===== config.mk =====
export PLATFORM = sky130hd
export DESIGN_NAME = pid_position_delta_controller
export DESIGN_NICKNAME = d
export VERILOG_FILES = /design/src/rtl/pidpd_pkg.sv /design/src/rtl/pidpd_cfg.sv /design/src/rtl/pidpd_calc.sv /design/src/rtl/pid_position_delta_controller.sv
export SDC_FILE = /design/constraint.sdc
export NUM_CORES = 2
export LEC_CHECK = 0
export BUFFER_PORTS_ARGS = -buffer_cell sky130_fd_sc_hd__buf_4
export CAP_MARGIN = 25
export CORE_AREA = 2 2 319 321
export CTS_CLUSTER_SIZE = 24
export DETAILED_ROUTE_END_ITERATION = 6
export DIE_AREA = 0 0 321 323
export PLACE_DENSITY_LB_ADDON = 0.2
export SYNTH_ARGS = -nofsm -noshare
export SYNTH_HDL_FRONTEND = slang
export SYNTH_SLANG_ARGS = --single-unit
export TNS_END_PERCENT = 50

===== constraint.sdc =====
create_clock -name clk -period 60 [get_ports clk]
set_input_delay 6 -clock clk [delete_from_list [all_inputs] [get_ports clk]]
set_output_delay 6 -clock clk [all_outputs]
set_load 0.05 [all_outputs]

===== src/rtl/pidpd_pkg.sv =====
// Shared types, widths and codes for the PID position/delta controller.
// Used by pidpd_cfg, pidpd_calc and pid_position_delta_controller.
// No dependencies.
package pidpd_pkg;

	localparam int DATA_WIDTH     = 16;
	localparam int GAIN_W         = 16;
	localparam int GAIN_FRAC_BITS = 8;
	localparam int OUT_W          = 16;
	localparam int OLIM_W         = 15;
	localparam int ILIM_W         = 31;
	localparam int THR_W          = 16;
	localparam int ACC_W          = 32;
	localparam int CFG_DATA_W     = 31;
	localparam int CFG_INDEX_W    = 3;
	localparam int STATUS_W       = 2;

	localparam int ERR_W  = DATA_WIDTH + 1;
	localparam int D1_W   = ERR_W + 1;
	localparam int D2_W   = ERR_W + 2;
	localparam int ISUM_W = ACC_W + 1;
	localparam int SUM_W  = ACC_W + 3;

	localparam logic [CFG_INDEX_W-1:0] REG_GAIN_PROP    = 3'd0;
	localparam logic [CFG_INDEX_W-1:0] REG_GAIN_INTEG   = 3'd1;
	localparam logic [CFG_INDEX_W-1:0] REG_GAIN_DERIV   = 3'd2;
	localparam logic [CFG_INDEX_W-1:0] REG_LOOP_MODE    = 3'd3;
	localparam logic [CFG_INDEX_W-1:0] REG_OUTPUT_LIMIT = 3'd4;
	localparam logic [CFG_INDEX_W-1:0] REG_INTEG_LIMIT  = 3'd5;
	localparam logic [CFG_INDEX_W-1:0] REG_ERROR_CUTOFF = 3'd6;
	localparam logic [CFG_INDEX_W-1:0] REG_DEAD_ZONE    = 3'd7;

	localparam logic MODE_POSITIONAL  = 1'b0;
	localparam logic MODE_INCREMENTAL = 1'b1;

	localparam logic [STATUS_W-1:0] STATUS_OK       = 2'd0;
	localparam logic [STATUS_W-1:0] STATUS_CUTOFF   = 2'd1;
	localparam logic [STATUS_W-1:0] STATUS_DEADZONE = 2'd2;

	localparam logic [OLIM_W-1:0] OUTPUT_LIMIT_RESET = 15'h7FFF;

	typedef struct packed {
		logic [GAIN_W-1:0] gain_prop;
		logic [GAIN_W-1:0] gain_integ;
		logic [GAIN_W-1:0] gain_deriv;
		logic              loop_mode;
		logic [OLIM_W-1:0] output_limit;
		logic [ILIM_W-1:0] integ_limit;
		logic [THR_W-1:0]  error_cutoff;
		logic [THR_W-1:0]  dead_zone;
	} cfg_t;

	typedef struct packed {
		logic [ERR_W-1:0] error_prev;
		logic [ERR_W-1:0] error_prev2;
		logic [ACC_W-1:0] integral_acc;
		logic [OUT_W-1:0] prev_output;
	} state_t;

	typedef struct packed {
		logic [OUT_W-1:0]    drive;
		logic [STATUS_W-1:0] status;
	} result_t;

endpackage


===== src/rtl/pidpd_cfg.sv =====
// Configuration register file of the PID controller.
// Depends on pidpd_pkg for the register indexes and the cfg_t layout.
module pidpd_cfg (
	input  logic                                 clk,
	input  logic                                 arst_n,
	input  logic                                 cfg_wen,
	input  logic [pidpd_pkg::CFG_INDEX_W-1:0]    cfg_index,
	input  logic [pidpd_pkg::CFG_DATA_W-1:0]     cfg_data,
	output pidpd_pkg::cfg_t                      cfg
);

	pidpd_pkg::cfg_t cfg_q;

	always_ff @(posedge clk or negedge arst_n) begin
		if (!arst_n) begin
			cfg_q.gain_prop    <= '0;
			cfg_q.gain_integ   <= '0;
			cfg_q.gain_deriv   <= '0;
			cfg_q.loop_mode    <= pidpd_pkg::MODE_POSITIONAL;
			cfg_q.output_limit <= pidpd_pkg::OUTPUT_LIMIT_RESET;
			cfg_q.integ_limit  <= '0;
			cfg_q.error_cutoff <= '0;
			cfg_q.dead_zone    <= '0;
		end else if (cfg_wen) begin
			case (cfg_index)
				pidpd_pkg::REG_GAIN_PROP: begin
					cfg_q.gain_prop <= cfg_data[pidpd_pkg::GAIN_W-1:0];
				end
				pidpd_pkg::REG_GAIN_INTEG: begin
					cfg_q.gain_integ <= cfg_data[pidpd_pkg::GAIN_W-1:0];
				end
				pidpd_pkg::REG_GAIN_DERIV: begin
					cfg_q.gain_deriv <= cfg_data[pidpd_pkg::GAIN_W-1:0];
				end
				pidpd_pkg::REG_LOOP_MODE: begin
					cfg_q.loop_mode <= cfg_data[0];
				end
				pidpd_pkg::REG_OUTPUT_LIMIT: begin
					cfg_q.output_limit <= cfg_data[pidpd_pkg::OLIM_W-1:0];
				end
				pidpd_pkg::REG_INTEG_LIMIT: begin
					cfg_q.integ_limit <= cfg_data[pidpd_pkg::ILIM_W-1:0];
				end
				pidpd_pkg::REG_ERROR_CUTOFF: begin
					cfg_q.error_cutoff <= cfg_data[pidpd_pkg::THR_W-1:0];
				end
				pidpd_pkg::REG_DEAD_ZONE: begin
					cfg_q.dead_zone <= cfg_data[pidpd_pkg::THR_W-1:0];
				end
				default: begin
				end
			endcase
		end
	end

	assign cfg = cfg_q;

endmodule


===== src/rtl/pidpd_calc.sv =====
// Single-pass PID datapath: error, suppression tests, three gain products,
// integral clamp, output sum and saturation, and the next loop state.
// Depends on pidpd_pkg.
module pidpd_calc (
	input  logic [pidpd_pkg::DATA_WIDTH-1:0] measured,
	input  logic [pidpd_pkg::DATA_WIDTH-1:0] target,
	input  pidpd_pkg::cfg_t                  cfg,
	input  pidpd_pkg::state_t                state,
	output pidpd_pkg::result_t               result,
	output pidpd_pkg::state_t                state_next,
	output logic                             update
);

	localparam int ERR_W  = pidpd_pkg::ERR_W;
	localparam int D1_W   = pidpd_pkg::D1_W;
	localparam int D2_W   = pidpd_pkg::D2_W;
	localparam int GAIN_W = pidpd_pkg::GAIN_W;
	localparam int FRAC   = pidpd_pkg::GAIN_FRAC_BITS;
	localparam int ISUM_W = pidpd_pkg::ISUM_W;
	localparam int SUM_W  = pidpd_pkg::SUM_W;
	localparam int ACC_W  = pidpd_pkg::ACC_W;
	localparam int OUT_W  = pidpd_pkg::OUT_W;
	localparam int PP_W   = GAIN_W + D1_W;
	localparam int IP_W   = GAIN_W + ERR_W;
	localparam int DP_W   = GAIN_W + D2_W;

	logic signed [pidpd_pkg::DATA_WIDTH-1:0] meas_s, tgt_s;
	logic signed [ERR_W-1:0]  err, ep, ep2;
	logic        [ERR_W-1:0]  mag;
	logic signed [D1_W-1:0]   d1, p_x;
	logic signed [D2_W-1:0]   d2, d_x;
	logic signed [GAIN_W-1:0] kp, ki, kd;
	logic signed [PP_W-1:0]   p_prod;
	logic signed [IP_W-1:0]   i_prod;
	logic signed [DP_W-1:0]   d_prod;
	logic signed [PP_W-FRAC-1:0] p_term;
	logic signed [IP_W-FRAC-1:0] i_term;
	logic signed [DP_W-FRAC-1:0] d_term;
	logic                     incr;
	logic                     over_cutoff, in_dead;
	logic signed [ACC_W-1:0]  acc_base, acc_new;
	logic signed [ISUM_W-1:0] isum, ilim, ilim_neg;
	logic signed [OUT_W-1:0]  prev_s, prev_base, drive;
	logic signed [SUM_W-1:0]  sum, olim, olim_neg;

	always_comb begin
		meas_s = measured;
		tgt_s  = target;
		ep     = state.error_prev;
		ep2    = state.error_prev2;
		kp     = cfg.gain_prop;
		ki     = cfg.gain_integ;
		kd     = cfg.gain_deriv;
		incr   = (cfg.loop_mode == pidpd_pkg::MODE_INCREMENTAL);

		err = ERR_W'(tgt_s) - ERR_W'(meas_s);
		mag = err[ERR_W-1] ? ERR_W'(-err) : ERR_W'(err);

		over_cutoff = (cfg.error_cutoff != '0) && (mag > ERR_W'(cfg.error_cutoff));
		in_dead     = (cfg.dead_zone != '0) && (mag < ERR_W'(cfg.dead_zone));

		d1 = D1_W'(err) - D1_W'(ep);
		d2 = D2_W'(err) - (D2_W'(ep) <<< 1) + D2_W'(ep2);

		p_x = incr ? d1 : D1_W'(err);
		d_x = incr ? d2 : D2_W'(d1);

		p_prod = PP_W'(kp) * PP_W'(p_x);
		i_prod = IP_W'(ki) * IP_W'(err);
		d_prod = DP_W'(kd) * DP_W'(d_x);

		p_term = p_prod[PP_W-1:FRAC];
		i_term = i_prod[IP_W-1:FRAC];
		d_term = d_prod[DP_W-1:FRAC];

		acc_base = incr ? '0 : ACC_W'(state.integral_acc);
		isum     = ISUM_W'(acc_base) + ISUM_W'(i_term);
		ilim     = $signed({{(ISUM_W - pidpd_pkg::ILIM_W){1'b0}}, cfg.integ_limit});
		ilim_neg = -ilim;
		if (isum > ilim) begin
			acc_new = ACC_W'(ilim);
		end else if (isum < ilim_neg) begin
			acc_new = ACC_W'(ilim_neg);
		end else begin
			acc_new = ACC_W'(isum);
		end

		prev_s    = state.prev_output;
		prev_base = incr ? prev_s : '0;
		sum       = SUM_W'(prev_base) + SUM_W'(p_term) + SUM_W'(acc_new) + SUM_W'(d_term);
		olim      = $signed({{(SUM_W - pidpd_pkg::OLIM_W){1'b0}}, cfg.output_limit});
		olim_neg  = -olim;
		if (sum > olim) begin
			drive = OUT_W'(olim);
		end else if (sum < olim_neg) begin
			drive = OUT_W'(olim_neg);
		end else begin
			drive = OUT_W'(sum);
		end

		update = !over_cutoff && !in_dead;

		if (over_cutoff) begin
			result.drive  = '0;
			result.status = pidpd_pkg::STATUS_CUTOFF;
		end else if (in_dead) begin
			result.drive  = '0;
			result.status = pidpd_pkg::STATUS_DEADZONE;
		end else begin
			result.drive  = drive;
			result.status = pidpd_pkg::STATUS_OK;
		end

		state_next.error_prev   = err;
		state_next.error_prev2  = ep;
		state_next.integral_acc = acc_new;
		state_next.prev_output  = incr ? drive : prev_s;
	end

endmodule


===== src/rtl/pid_position_delta_controller.sv =====
// PID controller, positional or incremental, top level.
// Instantiates pidpd_cfg and pidpd_calc; depends on pidpd_pkg.
//
// Usage:
//   Input beats on s_tvalid/s_tready/s_tdata carry a measured value and a
//   target. Each input beat yields exactly one output beat on
//   m_tvalid/m_tready/m_tdata/m_tuser: the saturated drive and a status code.
//   Registers are written through cfg_wen/cfg_index/cfg_data, one per cycle,
//   while no beat is in flight.
// Pipeline and throughput:
//   An accepted beat is held in the input register, passes the datapath and
//   lands in the output register, which drives m_tvalid. One beat per cycle is
//   sustained while m_tready stays high; the loop state updates as a beat moves
//   to the output register, unless the cutoff or dead zone suppresses it, so the
//   next beat sees it at once.
// Reset:
//   arst_n clears the loop state and both pipeline valids; all configuration
//   registers go to zero except output_limit, which resets to full scale.
// Stall:
//   While m_tready is low the output beat holds; one more beat waits in the
//   input register, then s_tready drops until the output drains.
module pid_position_delta_controller (
	input  logic                                   clk,
	input  logic                                   arst_n,
	input  logic                                   s_tvalid,
	output logic                                   s_tready,
	input  logic [2*pidpd_pkg::DATA_WIDTH-1:0]     s_tdata,  // measured, target
	output logic                                   m_tvalid,
	input  logic                                   m_tready,
	output logic [pidpd_pkg::OUT_W-1:0]            m_tdata,  // drive
	output logic [pidpd_pkg::STATUS_W-1:0]         m_tuser,  // status
	input  logic                                   cfg_wen,
	input  logic [pidpd_pkg::CFG_INDEX_W-1:0]      cfg_index,
	input  logic [pidpd_pkg::CFG_DATA_W-1:0]       cfg_data
);

	localparam int DW = pidpd_pkg::DATA_WIDTH;

	pidpd_pkg::cfg_t    cfg;
	pidpd_pkg::state_t  state_q, state_next;
	pidpd_pkg::result_t result, result_s2;
	logic               update;
	logic               valid_s1, valid_s2;
	logic [DW-1:0]      measured_s1, target_s1;
	logic               advance;

	pidpd_cfg u_cfg (
		.clk       (clk),
		.arst_n    (arst_n),
		.cfg_wen   (cfg_wen),
		.cfg_index (cfg_index),
		.cfg_data  (cfg_data),
		.cfg       (cfg)
	);

	pidpd_calc u_calc (
		.measured   (measured_s1),
		.target     (target_s1),
		.cfg        (cfg),
		.state      (state_q),
		.result     (result),
		.state_next (state_next),
		.update     (update)
	);

	assign advance  = valid_s1 && (!valid_s2 || m_tready);
	assign s_tready = !valid_s1 || advance;

	always_ff @(posedge clk or negedge arst_n) begin
		if (!arst_n) begin
			valid_s1 <= 1'b0;
		end else if (s_tready) begin
			valid_s1 <= s_tvalid;
		end
	end

	always_ff @(posedge clk) begin
		if (s_tvalid && s_tready) begin
			measured_s1 <= s_tdata[DW-1:0];
			target_s1   <= s_tdata[2*DW-1:DW];
		end
	end

	always_ff @(posedge clk or negedge arst_n) begin
		if (!arst_n) begin
			valid_s2 <= 1'b0;
		end else if (advance) begin
			valid_s2 <= 1'b1;
		end else if (m_tready) begin
			valid_s2 <= 1'b0;
		end
	end

	always_ff @(posedge clk) begin
		if (advance) begin
			result_s2 <= result;
		end
	end

	always_ff @(posedge clk or negedge arst_n) begin
		if (!arst_n) begin
			state_q <= '0;
		end else if (advance && update) begin
			state_q <= state_next;
		end
	end

	assign m_tvalid = valid_s2;
	assign m_tdata  = result_s2.drive;
	assign m_tuser  = result_s2.status;

endmodule


==> After elaboration in Yosys (flattened, before gate mapping) <==
Index checks and enable logic that the tools add are counted.
{ "word_totals": {"ff_bits": 261, "in_bits": 71, "out_inout_bits": 20, "elab_cells": 83} }
{ "classes": {"n_addsub": 11, "n_mul": 3, "order_cmp": 6, "n_eq_ne": 7, "n_mux": 12, "reduce_logical": 26} }
{ "ops": {"columns": ["cell", "count"], "rows": [
  ["32-bit two-way mux", 3],
  ["16-bit two-way mux", 3],
  ["35-bit by 27-bit adder with 35-bit output", 1],
  ["35-bit by 16-bit greater-than comparator with 1-bit output", 1],
  ["35-bit less-than comparator", 1],
  ["16-bit by 19-bit multiplier with 35-bit output", 1],
  ["15-bit negation with 35-bit output", 1],
  ["16-bit by 18-bit multiplier with 34-bit output", 1],
  ["27-bit by 32-bit adder with 33-bit output", 1],
  ["32-bit by 25-bit adder with 33-bit output", 1],
  ["33-bit by 32-bit greater-than comparator with 1-bit output", 1],
  ["33-bit less-than comparator", 1],
  ["16-bit by 17-bit multiplier with 33-bit output", 1],
  ["31-bit negation with 33-bit output", 1],
  ["16-bit nonzero test", 2],
  ["16-bit by 26-bit adder with 27-bit output", 1],
  ["19-bit by 17-bit adder with 19-bit output", 1],
  ["19-bit two-way mux", 1],
  ["17-bit by 18-bit subtractor with 19-bit output", 1],
  ["18-bit two-way mux", 1],
  ["2-bit AND reduction", 9],
  ["17-bit by 17-bit subtractor with 18-bit output", 1],
  ["17-bit by 16-bit greater-than comparator with 1-bit output", 1],
  ["17-bit by 16-bit less-than comparator with 1-bit output", 1],
  ["14 further kinds", 28]
]} }

==> Depth between registers and ports, before layout <==
{ "depth": {"ltp_word": 11, "mapped_depth": 104, "ltp_nobuf": 101} }

==> Cells and area by module <==
A second synthesis with hierarchy kept.
{ "hier_totals": {"hier_cells": 5901, "hier_area_um2": 55359.3} }
{ "by_module_without_submodules": {"columns": ["module", "n_inst", "cells_per_inst", "area_per_inst_um2", "seq_area_each_um2"], "rows": [
  ["pidpd_calc", 1, 5391, 45393.5, 0.0],
  ["pid_position_delta_controller", 1, 232, 5067.4, 3603.5],
  ["pidpd_cfg", 1, 278, 4898.4, 3196.8]
]} }

==> Least setup slack after synthesis <==
Ideal clock, no wire load.
{ "synth_timing": {"kind": "reg-to-reg", "start": "register target_s1[0]", "end": "register result_s2 (netlist bit m_tdata[13]), data pin", "setup_time_ns": 0.266, "t_arrival_ns": 18.622, "required_ns": 59.734, "path_slack_ns": 41.112, "stages_incl_launch_ff": 97, "path_buffers": 5, "period_less_slack_ns": 18.888, "cell_sequence": "edfxtp_1 > inv_1 > ha_1 > fa_1 > nor2b_1 > o21ai_0 > nand2b_1 > a31oi_1 > a31o_2 > o22ai_1 > o41ai_1 > xnor2_1 > clkbuf_1 > clkbuf_1 > nand2_1 > fa_1 > fa_1 > fa_1 > [61 not listed] > ha_1 > and3_1 > o21ai_0 > or3_1 > o211ai_1 > a211o_1 > nand2_1 > ha_1 > nand4_1 > a221oi_1 > o21a_1 > nor2_1 > a21oi_1 > clkbuf_1 > nor2_1 > o21ai_0 > o21a_1 > nor2_1"} }
{ "synth_rtl": {"columns": ["element", "line", "source"], "rows": [
  ["from (decl)", "pid_position_delta_controller.sv:44", "logic [DW-1:0] measured_s1, target_s1;"],
  ["from (signal assigned)", "pid_position_delta_controller.sv:80", "target_s1 <= s_tdata[2*DW-1:DW];"],
  ["to (signal assigned)", "pid_position_delta_controller.sv:96", "result_s2 <= result;"],
  ["to (decl)", "pid_position_delta_controller.sv:41", "pidpd_pkg::result_t result, result_s2;"]
]} }

==> Worst setup path in the final report <==
{ "layout_timing": {"start": "register measured_s1[1]", "end": "register result_s2 (netlist bit m_tdata[11]), data pin"} }
{ "layout_between": {"elab_chain_len": 11, "elab_cells_between_ends": 28, "cone_classes": "add/sub (9); mul (3); order compare (6); mux (7); reduce/logical (3)"} }
{ "layout_lines": {"columns": ["element", "line", "source"], "rows": [
  ["from (decl)", "pid_position_delta_controller.sv:44", null],
  ["from (signal assigned)", "pid_position_delta_controller.sv:79", "measured_s1 <= s_tdata[DW-1:0];"],
  ["16-bit by 16-bit subtractor with 17-bit output *", "pidpd_calc.sv:56", "err = ERR_W'(tgt_s) - ERR_W'(meas_s);"],
  ["16-bit by 17-bit multiplier with 33-bit output", "pidpd_calc.sv:69", "i_prod = IP_W'(ki) * IP_W'(err);"],
  ["32-bit by 25-bit adder with 33-bit output", "pidpd_calc.sv:77", "isum = ISUM_W'(acc_base) + ISUM_W'(i_term);"],
  ["33-bit less-than comparator", "pidpd_calc.sv:82", "end else if (isum < ilim_neg) begin"],
  ["32-bit two-way mux", "pidpd_calc.sv:82", null],
  ["32-bit two-way mux", "pidpd_calc.sv:80", "if (isum > ilim) begin"],
  ["27-bit by 32-bit adder with 33-bit output", "pidpd_calc.sv:90", "sum = SUM_W'(prev_base) + SUM_W'(p_term) + SUM_W'(acc_new) + SUM_W'(d_term);"],
  ["35-bit by 27-bit adder with 35-bit output", "pidpd_calc.sv:90", null],
  ["35-bit less-than comparator", "pidpd_calc.sv:95", "end else if (sum < olim_neg) begin"],
  ["16-bit two-way mux", "pidpd_calc.sv:95", null],
  ["16-bit two-way mux", "pidpd_calc.sv:93", "if (sum > olim) begin"]
]} }
Every way passes the cells marked *; elsewhere a longest branch is shown, timed or not.
A chain may end at the register's enable or synchronous reset.

==> insert_results.sql <==
INSERT INTO impl_metrics (metric_group, metric, value, unit) VALUES
('clock_tree', 'cts_hold_repair.buffers', '0', ''),
('synthesis', 'synth_cell_type_count', '90', ''),
('sta', 'slew_headroom', '0.260', ''),
('sta', 'worst_clock_skew', '29.0', 'ps'),
('worst_setup_path', 'critical_path_startpoint_category', 'flip-flop', ''),
('floorplan', 'fp.dieH', '323', 'um'),
('placed_design', 'place.port_buffers', '90', ''),
('clock_tree', 'numCtsBuffers', '38', ''),
('floorplan', 'core', '101000', 'um2'),
('clock_tree', 'postCtsSetupRepairBufs', '0', ''),
('detailed_routing', 'drtPass1Iterations', '5', ''),
('synthesis', 'synth_top_flop_cell', 'sky130_fd_sc_hd__dfrtp_1', ''),
('detailed_routing', 'drt_first_iter_violations', '3134', ''),
('synthesis', 'synthesis.instances', '6081', ''),
('synthesis', 'synthesis.nets', '7602', ''),
('clock_tree', 'clockBufferDepth', '3', ''),
('grt', 'total_congestion_overflow', '0', ''),
('job', 'maxCapViolations', '0', ''),
('detailed_routing', 'drt.antenna.violating_nets', '0', ''),
('synthesis', 'yosys-top-cells-area', 'sky130_fd_sc_hd__fa_1, sky130_fd_sc_hd__ha_1, sky130_fd_sc_hd__dfrtp_1, sky130_fd_sc_hd__inv_1, sky130_fd_sc_hd__nand2_1', ''),
('layout', 'finish.net_count', '7552', ''),
('status', 'run_status', 'finished clean', ''),
('detailed_routing', 'drc', '0', ''),
('detailed_routing', 'routed_wl', '149000', 'um'),
('synthesis', 'synth_async_sr_flop_share', '0.808', ''),
('sta', 'clock.fmax', '44.7', 'MHz'),
('worst_setup_path', 'critPathMostFrequentCell', 'sky130_fd_sc_hd__a21oi_1', ''),
('worst_setup_path', 'worstPathRequired', '60480', 'ps'),
('worst_setup_path', 'worstSetupEndpointType', 'flip-flop', ''),
('grt', 'grt_start_max_net_pins', '96', ''),
('grt', 'grt_use_total', '0.298', ''),
('synthesis', 'syn-mean-instance-area', '9.03', 'um2'),
('floorplan', 'dieWidth', '321', 'um'),
('grt', 'antenna_found_initial', '11', ''),
('worst_setup_path', 'critical_path.slowest_cell', 'sky130_fd_sc_hd__nand2_1', ''),
('sta', 'worst_slew_pin_slew', '1110', 'ps'),
('sta', 'number_of_failing_setup_endpoints_in_the_final_timing_report', '0', ''),
('placed_design', 'detail_placement_hpwl', '117000', 'um'),
('synthesis', 'netlist.top_cell.by_area', 'sky130_fd_sc_hd__fa_1', ''),
('clock_tree', 'numClockSinks', '261', ''),
('placed_design', 'gp_congestion', '0.916', ''),
('synthesis', 'synth.yosys.warnings', '0', ''),
('synthesis', 'ys_top_cells_by_count', 'sky130_fd_sc_hd__inv_1, sky130_fd_sc_hd__fa_1, sky130_fd_sc_hd__nand2_1, sky130_fd_sc_hd__ha_1, sky130_fd_sc_hd__and2_1', ''),
('grt', 'grt_pass1_wl', '240000', 'um'),
('floorplan', 'rows', '117', ''),
('clock_tree', 'tritoncts', 'built', ''),
('detailed_routing', 'drt-wirelength-per-cell', '20.2', 'um'),
('clock_tree', 'clk_pin_slew', '60', 'ps'),
('worst_setup_path', 'crit_family', 'compound AO/OA/AOI/OAI gates', ''),
('worst_setup_path', 'worst-endpoint-arrival', '22860', 'ps'),
('layout', 'drive_above_1_share', '0.0759', ''),
('grt', 'first_global_vias', '43100', ''),
('synthesis', 'synth-edff-count', '50', ''),
('synthesis', 'post_synth_instance_area', '54900', 'um2'),
('detailed_routing', 'detailroute.via_count', '41900', ''),
('clock_tree', 'cts-root-buf', 'sky130_fd_sc_hd__clkbuf_16', ''),
('layout', 'layout-area-overhead-vs-synth', '6.29', '%'),
('floorplan', 'die_area', '104000', 'um2'),
('floorplan', 'design.portCount', '91', ''),
('worst_setup_path', 'critical_path.max_fanout', '59', ''),
('hold_path', 'path_type_of_the_worst_min_delay_path', 'reg2reg', ''),
('sta', 'final-max-slew-violation-count', '0', ''),
('clock_tree', 'cts-htree-levels', '2', ''),
('worst_setup_path', 'critPathKind', 'reg2reg', ''),
('worst_setup_path', 'slowest_delay', '580', 'ps'),
('sta', 'grt_setup_unrepaired', 'false', ''),
('sta', 'finalWorstPathRequiredPeriod', '22380', 'ps'),
('sta', 'final_min_period_over_clock_period', '0.373', ''),
('sta', 'finalSetupTns', '0', 'ps'),
('clock_tree', 'insertion_delay', '630', 'ps'),
('synthesis', 'yosysMostFrequentCell', 'sky130_fd_sc_hd__inv_1', ''),
('synthesis', 'synth_seq_cells', '261', ''),
('worst_setup_path', 'path_buf_inv', '9', ''),
('synthesis', 'seq_area_frac_synth', '0.124', ''),
('synthesis', 'area_share_of_the_largest_cell_type_after_synthesis', '0.333', ''),
('detailed_routing', 'vias_per_cell', '5.69', ''),
('sta', 'final-hold-violation-count', '0', ''),
('floorplan', 'start_util', '0.545', ''),
('clock_tree', 'ctsResizeCount', '0', '');
-- worst reg2reg max path: cells and delay by family, from the launching register on --
kind            cells  cell delay, ps
buf+inv             9            1240
simple gates       23            4520
compound gates     43            9630
xor+xnor            3             480
mux                 1             230
fa+ha+maj          15            5740
flops               1             410
-- layout make-up --
| type | count | area (um2) |
|---|---|---|
| Fill cell | 9006 | 42400 |
| Sequential cell | 261 | 6800 |
| Tap cell | 1309 | 1640 |
| Inverter | 1127 | 4230 |
| Timing Repair Buffer | 146 | 1170 |
| Clock buffer | 47 | 1060 |
| Multi-Input combinational cell | 4457 | 43100 |
| Antenna cell | 4 | 10.0 |
| Clock inverter | 21 | 297 |
-- through the flow --
step	instance area, um2	instances	hold slack (ps)	utilization	setup slack [ps]
global placement	56900	7294	469	0.565	38140
CTS	58300	7366	489	0.579	37790
detailed placement	56900	7298	474	0.565	37900
global route	58300	7368	506	0.579	35870
floorplan	54900	6081	442	-	41110
finish	58400	7372	487	0.579	37620
-- routing by layer --
layer / GRT usage / vias up / wire length, um / part of all wire
met3: 0.0531 / 273 / 11700 / 0.079
met1: 0.411 / 21100 / 63000 / 0.42
li1: - / 19100 / - / -
met4: 0.108 / 12 / 6050 / 0.041
met2: 0.471 / 1383 / 68100 / 0.46
met5: 0 / - / 92 / 0.00062
-- final timing paths --
check,startpoint,to,slack [ps],cells after the start
worst max register to register,measured_s1[1],m_tdata[11],37620,94
max in group asynchronous,arst_n,u_cfg.cfg[78],53150,2
worst min register to register,state_q[16],state_q[16],490,2
min in group asynchronous,arst_n,state_q[43],5390,1
worst min-delay path,state_q[16],state_q[16],490,2
worst max-delay path,measured_s1[1],m_tdata[11],37620,94
-- cells by family after synthesis --
group,after synthesis,synth area share
AO/OA/AOI/OAI,825,0.0956
buffers and inverters,1363,0.0938
AND/OR/NAND/NOR,1736,0.153
multiplexers,162,0.0328
flip-flops,261,0.124
adder cells (fa/ha/maj),1457,0.457
XOR/XNOR,277,0.0444
-- flip-flops by register name, summed over array words and instances (netlist names) --
register     flops
state_q         82
m_tdata         16
valid_s1         1
u_cfg.cfg      127
measured_s1     16
target_s1       16
m_tuser          2
m_tvalid         1
-- cells in the final DEF, fill, tap and decap left out, types with 97 or more instances in the layout --
cell and count:
sky130_fd_sc_hd__xnor2_1 211, sky130_fd_sc_hd__buf_4 140, sky130_fd_sc_hd__dfrtp_1 195, sky130_fd_sc_hd__nor2b_1 97, sky130_fd_sc_hd__and2_1 320, sky130_fd_sc_hd__mux2_2 141, sky130_fd_sc_hd__a21o_1 99, sky130_fd_sc_hd__nand2_1 712
sky130_fd_sc_hd__ha_1 536, sky130_fd_sc_hd__o21ai_0 214, sky130_fd_sc_hd__fa_1 914, sky130_fd_sc_hd__inv_1 1122, sky130_fd_sc_hd__a21oi_1 209, sky130_fd_sc_hd__nor2_1 232
Power is left out: the tool's default activity adds up to more than one toggle a clock period on the data nets, which glitch-free logic cannot reach.
